[config.mk]
export PLATFORM = sky130hd
export DESIGN_NAME = polar_info_bit_mapper_core
export DESIGN_NICKNAME = d
export VERILOG_FILES = /design/src/hdl/pibm_pkg.sv /design/src/hdl/polar_info_bit_mapper_core.sv /design/src/hdl/pibm_mask_store.sv /design/src/hdl/pibm_out_reg.sv /design/src/hdl/pibm_bit_engine.sv
export SDC_FILE = /design/constraint.sdc
export NUM_CORES = 2
export LEC_CHECK = 0
export BUFFER_PORTS_ARGS = -buffer_cell sky130_fd_sc_hd__buf_2
export CAP_MARGIN = 20
export CORE_UTILIZATION = 55
export DETAILED_ROUTE_END_ITERATION = 8
export PLACE_DENSITY = 0.72
export SLEW_MARGIN = 30
export SYNTH_ARGS = -nofsm -noshare
export SYNTH_HDL_FRONTEND = slang
export SYNTH_HIERARCHICAL = 1
export SYNTH_SLANG_ARGS = --single-unit
[constraint.sdc]
create_clock -name clock -period 10.1 [get_ports clock]
set_input_delay 2.02 -clock clock [delete_from_list [all_inputs] [get_ports clock]]
set_output_delay 2.02 -clock clock [all_outputs]
set_load 0.02 [all_outputs]
[src/hdl/pibm_pkg.sv]
// Shared types and constants of the polar information bit mapper.
// Used by every module of the block; depends on nothing.
`default_nettype none

package pibm_pkg;

   localparam int WORD_BITS   = 64;
   localparam int CFG_W       = 11;
   localparam int REQ_TDATA_W = 72;

   localparam logic [1:0] OP_LOAD    = 2'd0;
   localparam logic [1:0] OP_INSERT  = 2'd1;
   localparam logic [1:0] OP_EXTRACT = 2'd2;
   localparam logic [1:0] OP_NOP     = 2'd3;

   localparam logic REG_CODE_LENGTH = 1'b0;
   localparam logic REG_INFO_BITS   = 1'b1;

   localparam logic RSP_KIND_WORD = 1'b0;
   localparam logic RSP_KIND_BYTE = 1'b1;

   localparam logic [CFG_W-1:0] CFG_RESET_LENGTH = 11'd1024;
   localparam logic [CFG_W-1:0] CFG_RESET_INFO   = 11'd1024;

   typedef struct packed {
      logic                 valid;
      logic                 kind;
      logic [WORD_BITS-1:0] data;
      logic                 last;
   } rsp_emit_type;

endpackage

`default_nettype wire

[src/hdl/polar_info_bit_mapper_core.sv]
// Polar information bit mapper: frozen-bit insertion and information-bit extraction.
// Top level; instantiates pibm_mask_store, pibm_bit_engine and pibm_out_reg; uses pibm_pkg.
//
// The block walks the codeword one position per cycle. A mask load or an unknown operation is
// taken in its accept cycle, and the next item can follow in the next cycle. An insert walks
// every codeword position it fills (its eight information bits plus every frozen position
// before or between them) and then closes the byte; the byte that completes the information
// block instead runs on through the rest of the codeword and then clears the block state. An
// extract walks from the current position to the next 64-bit boundary or the end of the
// codeword. A step that would emit a result waits while the output register holds a result
// that is not taken. The mask memory comes out of reset as all information positions through
// per-word valid bits, with no clearing pass.
`default_nettype none

module polar_info_bit_mapper_core #(
   parameter int MAX_LENGTH = 1024
) (
   input  logic                             clock,
   input  logic                             reset,
   input  logic                             req_tvalid,
   output logic                             req_tready,
   // Fields from bit 0: word_index[3:0], payload[67:4], zero fill[71:68].
   input  logic [pibm_pkg::REQ_TDATA_W-1:0] req_tdata,
   // Fields from bit 0: operation[1:0].
   input  logic [1:0]                       req_tuser,
   output logic                             rsp_tvalid,
   input  logic                             rsp_tready,
   // Fields from bit 0: result_data[63:0].
   output logic [pibm_pkg::WORD_BITS-1:0]   rsp_tdata,
   // Fields from bit 0: result_kind[0].
   output logic                             rsp_tuser,
   output logic                             rsp_tlast,
   input  logic                             csr_we,
   input  logic                             csr_index,
   input  logic [pibm_pkg::CFG_W-1:0]       csr_wdata
);
   import pibm_pkg::*;

   localparam int MASK_WORDS = MAX_LENGTH / WORD_BITS;
   localparam int AW = (MASK_WORDS > 1) ? $clog2(MASK_WORDS) : 1;

   logic                 item_accept;
   logic                 load_en;
   logic [AW-1:0]        load_addr;
   logic [AW-1:0]        mask_addr;
   logic [WORD_BITS-1:0] mask_word;
   logic                 out_busy;
   logic                 engine_idle;
   rsp_emit_type         emit;

   assign item_accept = req_tvalid && req_tready;
   assign load_en     = item_accept && (req_tuser == OP_LOAD)
                        && (int'(req_tdata[3:0]) < MASK_WORDS);
   assign load_addr   = AW'(req_tdata[3:0]);
   assign req_tready  = engine_idle;

   pibm_mask_store #(
      .MAX_LENGTH (MAX_LENGTH)
   ) u_mask_store (
      .clock   (clock),
      .reset   (reset),
      .wr_en   (load_en),
      .wr_addr (load_addr),
      .wr_data (req_tdata[67:4]),
      .rd_addr (mask_addr),
      .rd_data (mask_word)
   );

   pibm_bit_engine #(
      .MAX_LENGTH (MAX_LENGTH)
   ) u_bit_engine (
      .clock        (clock),
      .reset        (reset),
      .item_valid   (item_accept),
      .item_op      (req_tuser),
      .item_payload (req_tdata[67:4]),
      .csr_we       (csr_we),
      .csr_index    (csr_index),
      .csr_wdata    (csr_wdata),
      .mask_word    (mask_word),
      .mask_addr    (mask_addr),
      .out_busy     (out_busy),
      .emit         (emit),
      .idle         (engine_idle)
   );

   pibm_out_reg u_out_reg (
      .clock      (clock),
      .reset      (reset),
      .emit       (emit),
      .busy       (out_busy),
      .rsp_tvalid (rsp_tvalid),
      .rsp_tready (rsp_tready),
      .rsp_tdata  (rsp_tdata),
      .rsp_tuser  (rsp_tuser),
      .rsp_tlast  (rsp_tlast)
   );

endmodule

`default_nettype wire

[src/hdl/pibm_mask_store.sv]
// Frozen-position mask memory with per-word valid bits and a registered read port.
// Depends on pibm_pkg.
`default_nettype none

module pibm_mask_store #(
   parameter int MAX_LENGTH = 1024,
   localparam int MASK_WORDS = MAX_LENGTH / pibm_pkg::WORD_BITS,
   localparam int AW = (MASK_WORDS > 1) ? $clog2(MASK_WORDS) : 1
) (
   input  logic                           clock,
   input  logic                           reset,
   input  logic                           wr_en,
   input  logic [AW-1:0]                  wr_addr,
   input  logic [pibm_pkg::WORD_BITS-1:0] wr_data,
   input  logic [AW-1:0]                  rd_addr,
   output logic [pibm_pkg::WORD_BITS-1:0] rd_data
);
   import pibm_pkg::*;

   logic [WORD_BITS-1:0]  mem_ff [MASK_WORDS];
   logic [MASK_WORDS-1:0] valid_ff;
   logic [WORD_BITS-1:0]  rd_word_ff;
   logic                  rd_valid_ff;

   always_ff @(posedge clock) begin
      if (wr_en) begin
         mem_ff[wr_addr] <= wr_data;
      end
      rd_word_ff <= mem_ff[rd_addr];
   end

   always_ff @(posedge clock) begin
      if (reset) begin
         valid_ff    <= '0;
         rd_valid_ff <= 1'b0;
      end else begin
         if (wr_en) begin
            valid_ff[wr_addr] <= 1'b1;
         end
         rd_valid_ff <= valid_ff[rd_addr];
      end
   end

   // A word that was never loaded reads as all information positions.
   assign rd_data = rd_valid_ff ? rd_word_ff : '0;

endmodule

`default_nettype wire

[src/hdl/pibm_out_reg.sv]
// Result output register that holds one item until the consumer takes it.
// Depends on pibm_pkg.
`default_nettype none

module pibm_out_reg (
   input  logic                           clock,
   input  logic                           reset,
   input  pibm_pkg::rsp_emit_type         emit,
   output logic                           busy,
   output logic                           rsp_tvalid,
   input  logic                           rsp_tready,
   output logic [pibm_pkg::WORD_BITS-1:0] rsp_tdata,
   output logic                           rsp_tuser,
   output logic                           rsp_tlast
);
   import pibm_pkg::*;

   logic                 valid_ff, valid_in;
   logic                 kind_ff;
   logic [WORD_BITS-1:0] data_ff;
   logic                 last_ff;

   assign busy = valid_ff && !rsp_tready;

   always_comb begin
      if (emit.valid) begin
         valid_in = 1'b1;
      end else if (rsp_tready) begin
         valid_in = 1'b0;
      end else begin
         valid_in = valid_ff;
      end
   end

   always_ff @(posedge clock) begin
      if (reset) begin
         valid_ff <= 1'b0;
      end else begin
         valid_ff <= valid_in;
      end
   end

   always_ff @(posedge clock) begin
      if (emit.valid) begin
         kind_ff <= emit.kind;
         data_ff <= emit.data;
         last_ff <= emit.last;
      end
   end

   assign rsp_tvalid = valid_ff;
   assign rsp_tdata  = data_ff;
   assign rsp_tuser  = kind_ff;
   assign rsp_tlast  = last_ff;

endmodule

`default_nettype wire

[src/hdl/pibm_bit_engine.sv]
// Bit-serial mapping engine: walks one codeword position per cycle for insert and extract
// unless a result waits. Holds configuration registers and block counters; needs pibm_pkg.
`default_nettype none

module pibm_bit_engine #(
   parameter int MAX_LENGTH = 1024,
   localparam int MASK_WORDS = MAX_LENGTH / pibm_pkg::WORD_BITS,
   localparam int AW = (MASK_WORDS > 1) ? $clog2(MASK_WORDS) : 1
) (
   input  logic                           clock,
   input  logic                           reset,
   input  logic                           item_valid,
   input  logic [1:0]                     item_op,
   input  logic [pibm_pkg::WORD_BITS-1:0] item_payload,
   input  logic                           csr_we,
   input  logic                           csr_index,
   input  logic [pibm_pkg::CFG_W-1:0]     csr_wdata,
   input  logic [pibm_pkg::WORD_BITS-1:0] mask_word,
   output logic [AW-1:0]                  mask_addr,
   input  logic                           out_busy,
   output pibm_pkg::rsp_emit_type         emit,
   output logic                           idle
);
   import pibm_pkg::*;

   localparam int PW = $clog2(MAX_LENGTH + 1);
   localparam int CW = (PW > CFG_W) ? PW : CFG_W;

   localparam logic [1:0] ST_IDLE    = 2'd0;
   localparam logic [1:0] ST_INSERT  = 2'd1;
   localparam logic [1:0] ST_FLUSH   = 2'd2;
   localparam logic [1:0] ST_EXTRACT = 2'd3;

   logic [1:0]           state_ff, state_in;
   logic [PW-1:0]        pos_ff, pos_in;
   logic [PW-1:0]        info_ff, info_in;
   logic [WORD_BITS-1:0] word_ff, word_in;
   logic [WORD_BITS-1:0] xword_ff, xword_in;
   logic [7:0]           byte_ff, byte_in;
   logic [7:0]           bits_ff, bits_in;
   logic [2:0]           fill_ff, fill_in;
   logic [3:0]           left_ff, left_in;
   logic [CFG_W-1:0]     code_length_ff, code_length_in;
   logic [CFG_W-1:0]     info_bits_ff, info_bits_in;

   logic [CW-1:0]        length_trim, length_sat, info_sat;
   logic [PW-1:0]        eff_n, eff_k, pos_next, info_next;
   logic [5:0]           pos_bit;
   logic                 frozen, at_end, at_boundary, block_done, put_value, take_bit;
   logic [WORD_BITS-1:0] word_set;
   logic [7:0]           byte_set;
   rsp_emit_type         emit_c;

   always_comb begin
      length_trim = CW'(code_length_ff) & ~CW'(7);
      if (length_trim > CW'(MAX_LENGTH)) begin
         length_sat = CW'(MAX_LENGTH);
      end else if (length_trim < CW'(8)) begin
         length_sat = CW'(8);
      end else begin
         length_sat = length_trim;
      end
      info_sat = (CW'(info_bits_ff) > length_sat) ? length_sat : CW'(info_bits_ff);
   end

   assign eff_n = PW'(length_sat);
   assign eff_k = PW'(info_sat);

   assign pos_bit     = pos_ff[5:0];
   assign frozen      = mask_word[~pos_bit];
   assign pos_next    = pos_ff + PW'(1);
   assign info_next   = info_ff + PW'(1);
   assign at_end      = pos_next >= eff_n;
   assign at_boundary = pos_next[5:0] == 6'd0;
   assign block_done  = (info_ff >= eff_k) || (pos_ff >= eff_n);
   assign put_value   = (state_ff == ST_INSERT) && !frozen && bits_ff[7];
   assign take_bit    = !frozen && (info_ff < eff_k);
   assign word_set    = word_ff | (WORD_BITS'(put_value) << ~pos_bit);
   assign byte_set    = byte_ff | (8'(xword_ff[~pos_bit]) << ~fill_ff);

   always_comb begin
      state_in       = state_ff;
      pos_in         = pos_ff;
      info_in        = info_ff;
      word_in        = word_ff;
      xword_in       = xword_ff;
      byte_in        = byte_ff;
      bits_in        = bits_ff;
      fill_in        = fill_ff;
      left_in        = left_ff;
      code_length_in = code_length_ff;
      info_bits_in   = info_bits_ff;
      emit_c         = '0;

      case (state_ff)
         ST_IDLE: begin
            if (item_valid) begin
               case (item_op)
                  OP_INSERT: begin
                     bits_in  = item_payload[7:0];
                     left_in  = 4'd8;
                     state_in = ST_INSERT;
                  end
                  OP_EXTRACT: begin
                     xword_in = item_payload;
                     state_in = ST_EXTRACT;
                  end
                  default: begin
                  end
               endcase
            end
         end
         ST_INSERT: begin
            if (block_done) begin
               state_in = ST_FLUSH;
            end else if (left_ff == 4'd0) begin
               state_in = ST_IDLE;
            end else begin
               pos_in  = pos_next;
               word_in = word_set;
               if (!frozen) begin
                  bits_in = {bits_ff[6:0], 1'b0};
                  left_in = left_ff - 4'd1;
                  info_in = info_next;
               end
               if (at_boundary || at_end) begin
                  emit_c.valid = 1'b1;
                  emit_c.kind  = RSP_KIND_WORD;
                  emit_c.data  = word_set;
                  emit_c.last  = at_end;
                  word_in      = '0;
               end
            end
         end
         ST_FLUSH: begin
            if (pos_ff < eff_n) begin
               pos_in  = pos_next;
               word_in = word_set;
               if (at_boundary || at_end) begin
                  emit_c.valid = 1'b1;
                  emit_c.kind  = RSP_KIND_WORD;
                  emit_c.data  = word_set;
                  emit_c.last  = at_end;
                  word_in      = '0;
               end
            end else begin
               pos_in   = '0;
               info_in  = '0;
               word_in  = '0;
               byte_in  = '0;
               fill_in  = '0;
               state_in = ST_IDLE;
            end
         end
         ST_EXTRACT: begin
            pos_in = pos_next;
            if (take_bit) begin
               info_in = info_next;
               if (fill_ff == 3'd7) begin
                  emit_c.valid = 1'b1;
                  emit_c.kind  = RSP_KIND_BYTE;
                  emit_c.data  = WORD_BITS'(byte_set);
                  emit_c.last  = info_next == eff_k;
                  byte_in      = '0;
                  fill_in      = '0;
               end else begin
                  byte_in = byte_set;
                  fill_in = fill_ff + 3'd1;
               end
            end
            if (at_end) begin
               // A partial byte left at the end of the codeword goes out zero-padded.
               if (fill_in != 3'd0) begin
                  emit_c.valid = 1'b1;
                  emit_c.kind  = RSP_KIND_BYTE;
                  emit_c.data  = WORD_BITS'(byte_in);
                  emit_c.last  = 1'b1;
               end
               pos_in   = '0;
               info_in  = '0;
               word_in  = '0;
               byte_in  = '0;
               fill_in  = '0;
               state_in = ST_IDLE;
            end else if (at_boundary) begin
               state_in = ST_IDLE;
            end
         end
         default: begin
            state_in = ST_IDLE;
         end
      endcase

      // A result that cannot be placed holds back the whole step until the output can take it.
      if (emit_c.valid && out_busy) begin
         state_in     = state_ff;
         pos_in       = pos_ff;
         info_in      = info_ff;
         word_in      = word_ff;
         xword_in     = xword_ff;
         byte_in      = byte_ff;
         bits_in      = bits_ff;
         fill_in      = fill_ff;
         left_in      = left_ff;
         emit_c.valid = 1'b0;
      end

      if (csr_we) begin
         case (csr_index)
            REG_CODE_LENGTH: code_length_in = csr_wdata;
            REG_INFO_BITS:   info_bits_in   = csr_wdata;
            default: begin
            end
         endcase
         pos_in  = '0;
         info_in = '0;
         word_in = '0;
         byte_in = '0;
         fill_in = '0;
      end
   end

   always_ff @(posedge clock) begin
      if (reset) begin
         state_ff       <= ST_IDLE;
         pos_ff         <= '0;
         info_ff        <= '0;
         word_ff        <= '0;
         byte_ff        <= '0;
         fill_ff        <= '0;
         code_length_ff <= CFG_RESET_LENGTH;
         info_bits_ff   <= CFG_RESET_INFO;
      end else begin
         state_ff       <= state_in;
         pos_ff         <= pos_in;
         info_ff        <= info_in;
         word_ff        <= word_in;
         byte_ff        <= byte_in;
         fill_ff        <= fill_in;
         code_length_ff <= code_length_in;
         info_bits_ff   <= info_bits_in;
      end
   end

   always_ff @(posedge clock) begin
      xword_ff <= xword_in;
      bits_ff  <= bits_in;
      left_ff  <= left_in;
   end

   assign mask_addr = pos_in[6 +: AW];
   assign emit      = emit_c;
   assign idle      = state_ff == ST_IDLE;

endmodule

`default_nettype wire

==> key figures <==
Status
  – Outcome: finished clean

Hold path
  – Hold path depth: 2
  – HP Class: reg -> reg

STA
  – Slew Viols, Final: 0
  – RSZ-0062 raised after global routing: no
  – Final Critical Period: 8.53 ns
  – Clk_skew: ~0.027 ns
  – Setup TNS: 0 ns
  – Finish-stage setup viols: 0
  – Slew headroom: 28.3%
  – Final worst setup slack: 1.57 ns
  – Final hold viol count: 0
  – Final period util: 84.5%
  – F_max: 117 MHz
  – Worst-margin pin slew: 1.07 ns

Power and ir drop
  – Int Pwr: ~9400 uW
  – Seq pwr share: 52.2%
  – Pleak: 0.0194 uW
  – Peak supply drop: 0.159 mV
  – Clk network pwr share: 42.9%
  – Power per cell area: 199 mW/mm^2
  – Net Sw Frac: 21.7%
  – P_sw: between 2000 and 3000 uW
  – Comb pwr share: 5.0%

Clocking
  – Clock-pin slew on the worst setup and hold paths: 0.06 ns
  – CTS root buf: clkbuf_16
  – CTS Hold Bufs: 0
  – Clk_lat worst skew: 0.75 ns
  – Clock sinks: 1366
  – CTS tree: built
  – Inserted Clock Buffers: 138
  – Longest Clk Path Bufs: 3
  – Post-cts resize count: 0
  – Number of post-CTS setup repair buffers: 0
  – H-tree levels: 4

Global route
  – Vias in the first global route: between 20000 and 30000
  – Initial antenna violation count: 16
  – Global-route usage over all layers: 26.2%
  – Pin count of the biggest net entering global routing: between 70 and 80
  – Grt total ovfl: 0
  – Global-route wire length before repair: 189 mm

Logic synthesis
  – Syn Nets: a little over 3000
  – Seq/Total Area, Yosys: approximately three quarters
  – Synth Warn #: 6
  – Distinct cell type count after synthesis: 78
  – Top cells by count, synth: edfxtp_1, mux4_2, nor2_1, dfxtp_1, nand2_1
  – Mapped cell area: 0.0534 mm^2
  – Synth Area per Inst: 17.9 um^2
  – EDFF count, synth: 1166
  – #FFs+latches synth: 1366
  – Synth area leaders: edfxtp_1, mux4_2, dfxtp_1
  – Cell count after synthesis: 2980
  – Ys async rst share: 0%
  – Ys flop type: edfxtp_1
  – Cell taking the most area after synthesis: edfxtp_1
  – Most frequent cell after synthesis: edfxtp_1
  – Top cell type's share of synthesized area: between 60% and 70%

Route
  – Final ANT Viol Nets: 0
  – 1st-iter DRT viols: 3536
  – DRC violations left: 0
  – DR pass1 iterations: 6
  – Via count: 29500
  – Drt wl/cell: 28.0 um
  – Vias/cell: 6.48
  – Routed wire length: 127 mm

Critical path
  – Crit path max-delay family: compound AO/OA/AOI/OAI gates
  – Element type at the critical path end: flip-flop
  – R2R Setup Slk: approximately 1.6 ns
  – Startpoint Class: flip-flop
  – End point of the critical path: u_mask_store/rd_word_ff[31]$_DFF_P_
  – Crit Reg-Reg Startpoint: u_bit_engine/code_length_ff[4]$_SDFFE_PP0P_
  – Beginning of the critical path: u_bit_engine/code_length_ff[4]$_SDFFE_PP0P_
  – Worst Path Arrival: slightly above 9 ns
  – Sum of buffers and inverters on the critical path: 2
  – CP peak stage delay: 0.70 ns
  – CP Cell Sequence: nor4_1, a21oi_1, nor2_1, ha_1, nand4b_1, nor4_1, and4_1, a21oi_1, mux2i_1, inv_1, ha_1, o21a_1, a221oi_1, nor2_1, o31ai_1, nor2_1, or4_1, a31oi_4, buf_4, mux4_1, a22o_1, a221o_1
  – CP max FO: 29
  – CP required: 10.73 ns
  – Worst path most repeated cell: nor2_1
  – Worst path slowest cell: o31ai_1
  – WS Path Type: reg -> reg
  – Stages on the worst setup path: 22
  – RR Endpoint: u_mask_store/rd_word_ff[31]$_DFF_P_
  – Worst r2r path cells: 22

Floorplanning
  – Die area: 0.0984 mm^2
  – Die Wd: 314 um
  – Initial core utilization: 55.9%
  – Top-level port count: 159
  – Die height: 314 um
  – Total core area: between 0.09 and 0.1 mm^2
  – Site Rows: 113

Placed design
  – DP Worst Slack: 1.62 ns
  – # port buffers: 154
  – Detailed placement HPWL: 68.9 mm
  – RePlAce Congestion: approximately 0.88
  – Area after DPL: 0.0558 mm^2

Final layout
  – Final Util: between 60% and 70%
  – Final Instance Area: ~0.06 mm^2
  – Total Nets Final: 3300
  – Syn-to-layout area delta: 13.1%
  – Fraction of layout instances using a drive strength above 1: 22.8%

Flow run
  – Max-cap violation count: 0
## power by group through the flow
stage	clock network [uW]	registers, uW	logic (uW)
after floorplan	0	6380	344
after global routing	5420	6270	645
after CTS	5210	6260	590
after global placement	0	6370	564
after detailed placement	0	6380	586
final	5140	6260	597
## cells by family (layout without fill, tap and decap cells)
family	Yosys count	after routing	share of synthesized area (%)
xor+xnor	26	26	0.426
buf+inv	201	506	1.76
fa+ha+maj	41	41	0.960
other cells	0	6	0
mux	319	319	12.6
flops	1366	1366	73.0
simple gates	572	572	5.05
compound gates	455	455	6.21
## layout make-up
class / count / area (um^2)
repair buffers: 220 / 1410
flip-flops and latches: 1366 / 39000
multi-input cells: 1413 / 13700
diodes: 6 / 15.0
well taps: 1265 / 1580
clock buffers: 204 / 3990
fillers: 6515 / 35200
inverters: 29 / 109
clock inverters: 53 / 637
## how the worst min path moves through the flow
stage                                                        to                                         from  slack, ns
floorplan                u_mask_store/valid_ff[12]$_SDFFE_PP0P_       u_mask_store/valid_ff[12]$_SDFFE_PP0P_       0.43
detailed placement         u_bit_engine/word_ff[5]$_SDFFE_PP0P_         u_bit_engine/word_ff[5]$_SDFFE_PP0P_       0.46
global route              u_bit_engine/word_ff[36]$_SDFFE_PP0P_        u_bit_engine/word_ff[36]$_SDFFE_PP0P_       0.50
finish              u_bit_engine/code_length_ff[3]$_SDFFE_PP0P_  u_bit_engine/code_length_ff[3]$_SDFFE_PP0P_       0.47
global placement         u_mask_store/valid_ff[12]$_SDFFE_PP0P_       u_mask_store/valid_ff[12]$_SDFFE_PP0P_       0.45
CTS                 u_bit_engine/code_length_ff[3]$_SDFFE_PP0P_  u_bit_engine/code_length_ff[3]$_SDFFE_PP0P_       0.47
## cell usage in the layout, fill, tap and decap left out, drive strengths merged, types with 5 or more instances in the layout
| cell type | netlist | final |
|---|---|---|
| edfxtp | 1166 | 1166 |
| mux4 | 276 | 276 |
| nor2 | 221 | 221 |
| buf | 68 | 220 |
| clkbuf | 104 | 204 |
| dfxtp | 200 | 200 |
| nand2 | 127 | 127 |
| a21oi | 115 | 115 |
| a31oi | 76 | 76 |
| and2 | 74 | 74 |
| a22o | 69 | 69 |
| a221o | 64 | 64 |
| ha | 41 | 41 |
| nor3 | 40 | 40 |
| clkinv | 1 | 39 |
| mux2i | 36 | 36 |
| o21ai | 33 | 33 |
| inv | 28 | 32 |
| nand3 | 26 | 26 |
| xnor2 | 19 | 19 |
| nor2b | 17 | 17 |
| nor4 | 16 | 16 |
| o22ai | 15 | 15 |
| a32o | 11 | 11 |
| bufinv | 0 | 10 |
| nand2b | 10 | 10 |
| o21ba | 9 | 9 |
| o31ai | 9 | 9 |
| o211ai | 8 | 8 |
| nand4 | 8 | 8 |
| and3 | 8 | 8 |
| xor2 | 7 | 7 |
| mux2 | 7 | 7 |
| diode | 0 | 6 |
| o21a | 5 | 5 |
## through the flow
stage	instances	power, uW	hold slack, ns
final	4556	12000	0.468
after global routing	4550	12300	0.498
after CTS	4550	12100	0.468
after detailed placement	4293	6960	0.459
after global placement	4292	6940	0.446
after floorplan	2980	6720	0.435
## registers in the layout, indices dropped and copies added, names as in the netlist, 11 cells and up
name and count:
u_mask_store/mem_ff 1024, u_bit_engine/info_ff 11, u_out_reg/rsp_tdata 64, u_mask_store/valid_ff 16, u_bit_engine/word_ff 64, u_bit_engine/info_bits_ff 11, u_bit_engine/xword_ff 64, u_mask_store/rd_word_ff 64
u_bit_engine/pos_ff 11
## routing by layer
layer / global-route usage [%] / vias up / routed length, um
li1: - / 12400 / -
met1: 35.2 / 15400 / 49100
met2: 43.2 / 1429 / 63400
met3: 5.32 / 262 / 11400
met4: 8.47 / 18 / 3390
met5: 0 / - / 114
## worst min-delay path, stage by stage, from the launching register on
cell and delay [ns]:
dfxtp_1 0.31, nand2_1 0.05, a21oi_1 0.06
No activity file was read; power rests on OpenSTA's default activity.
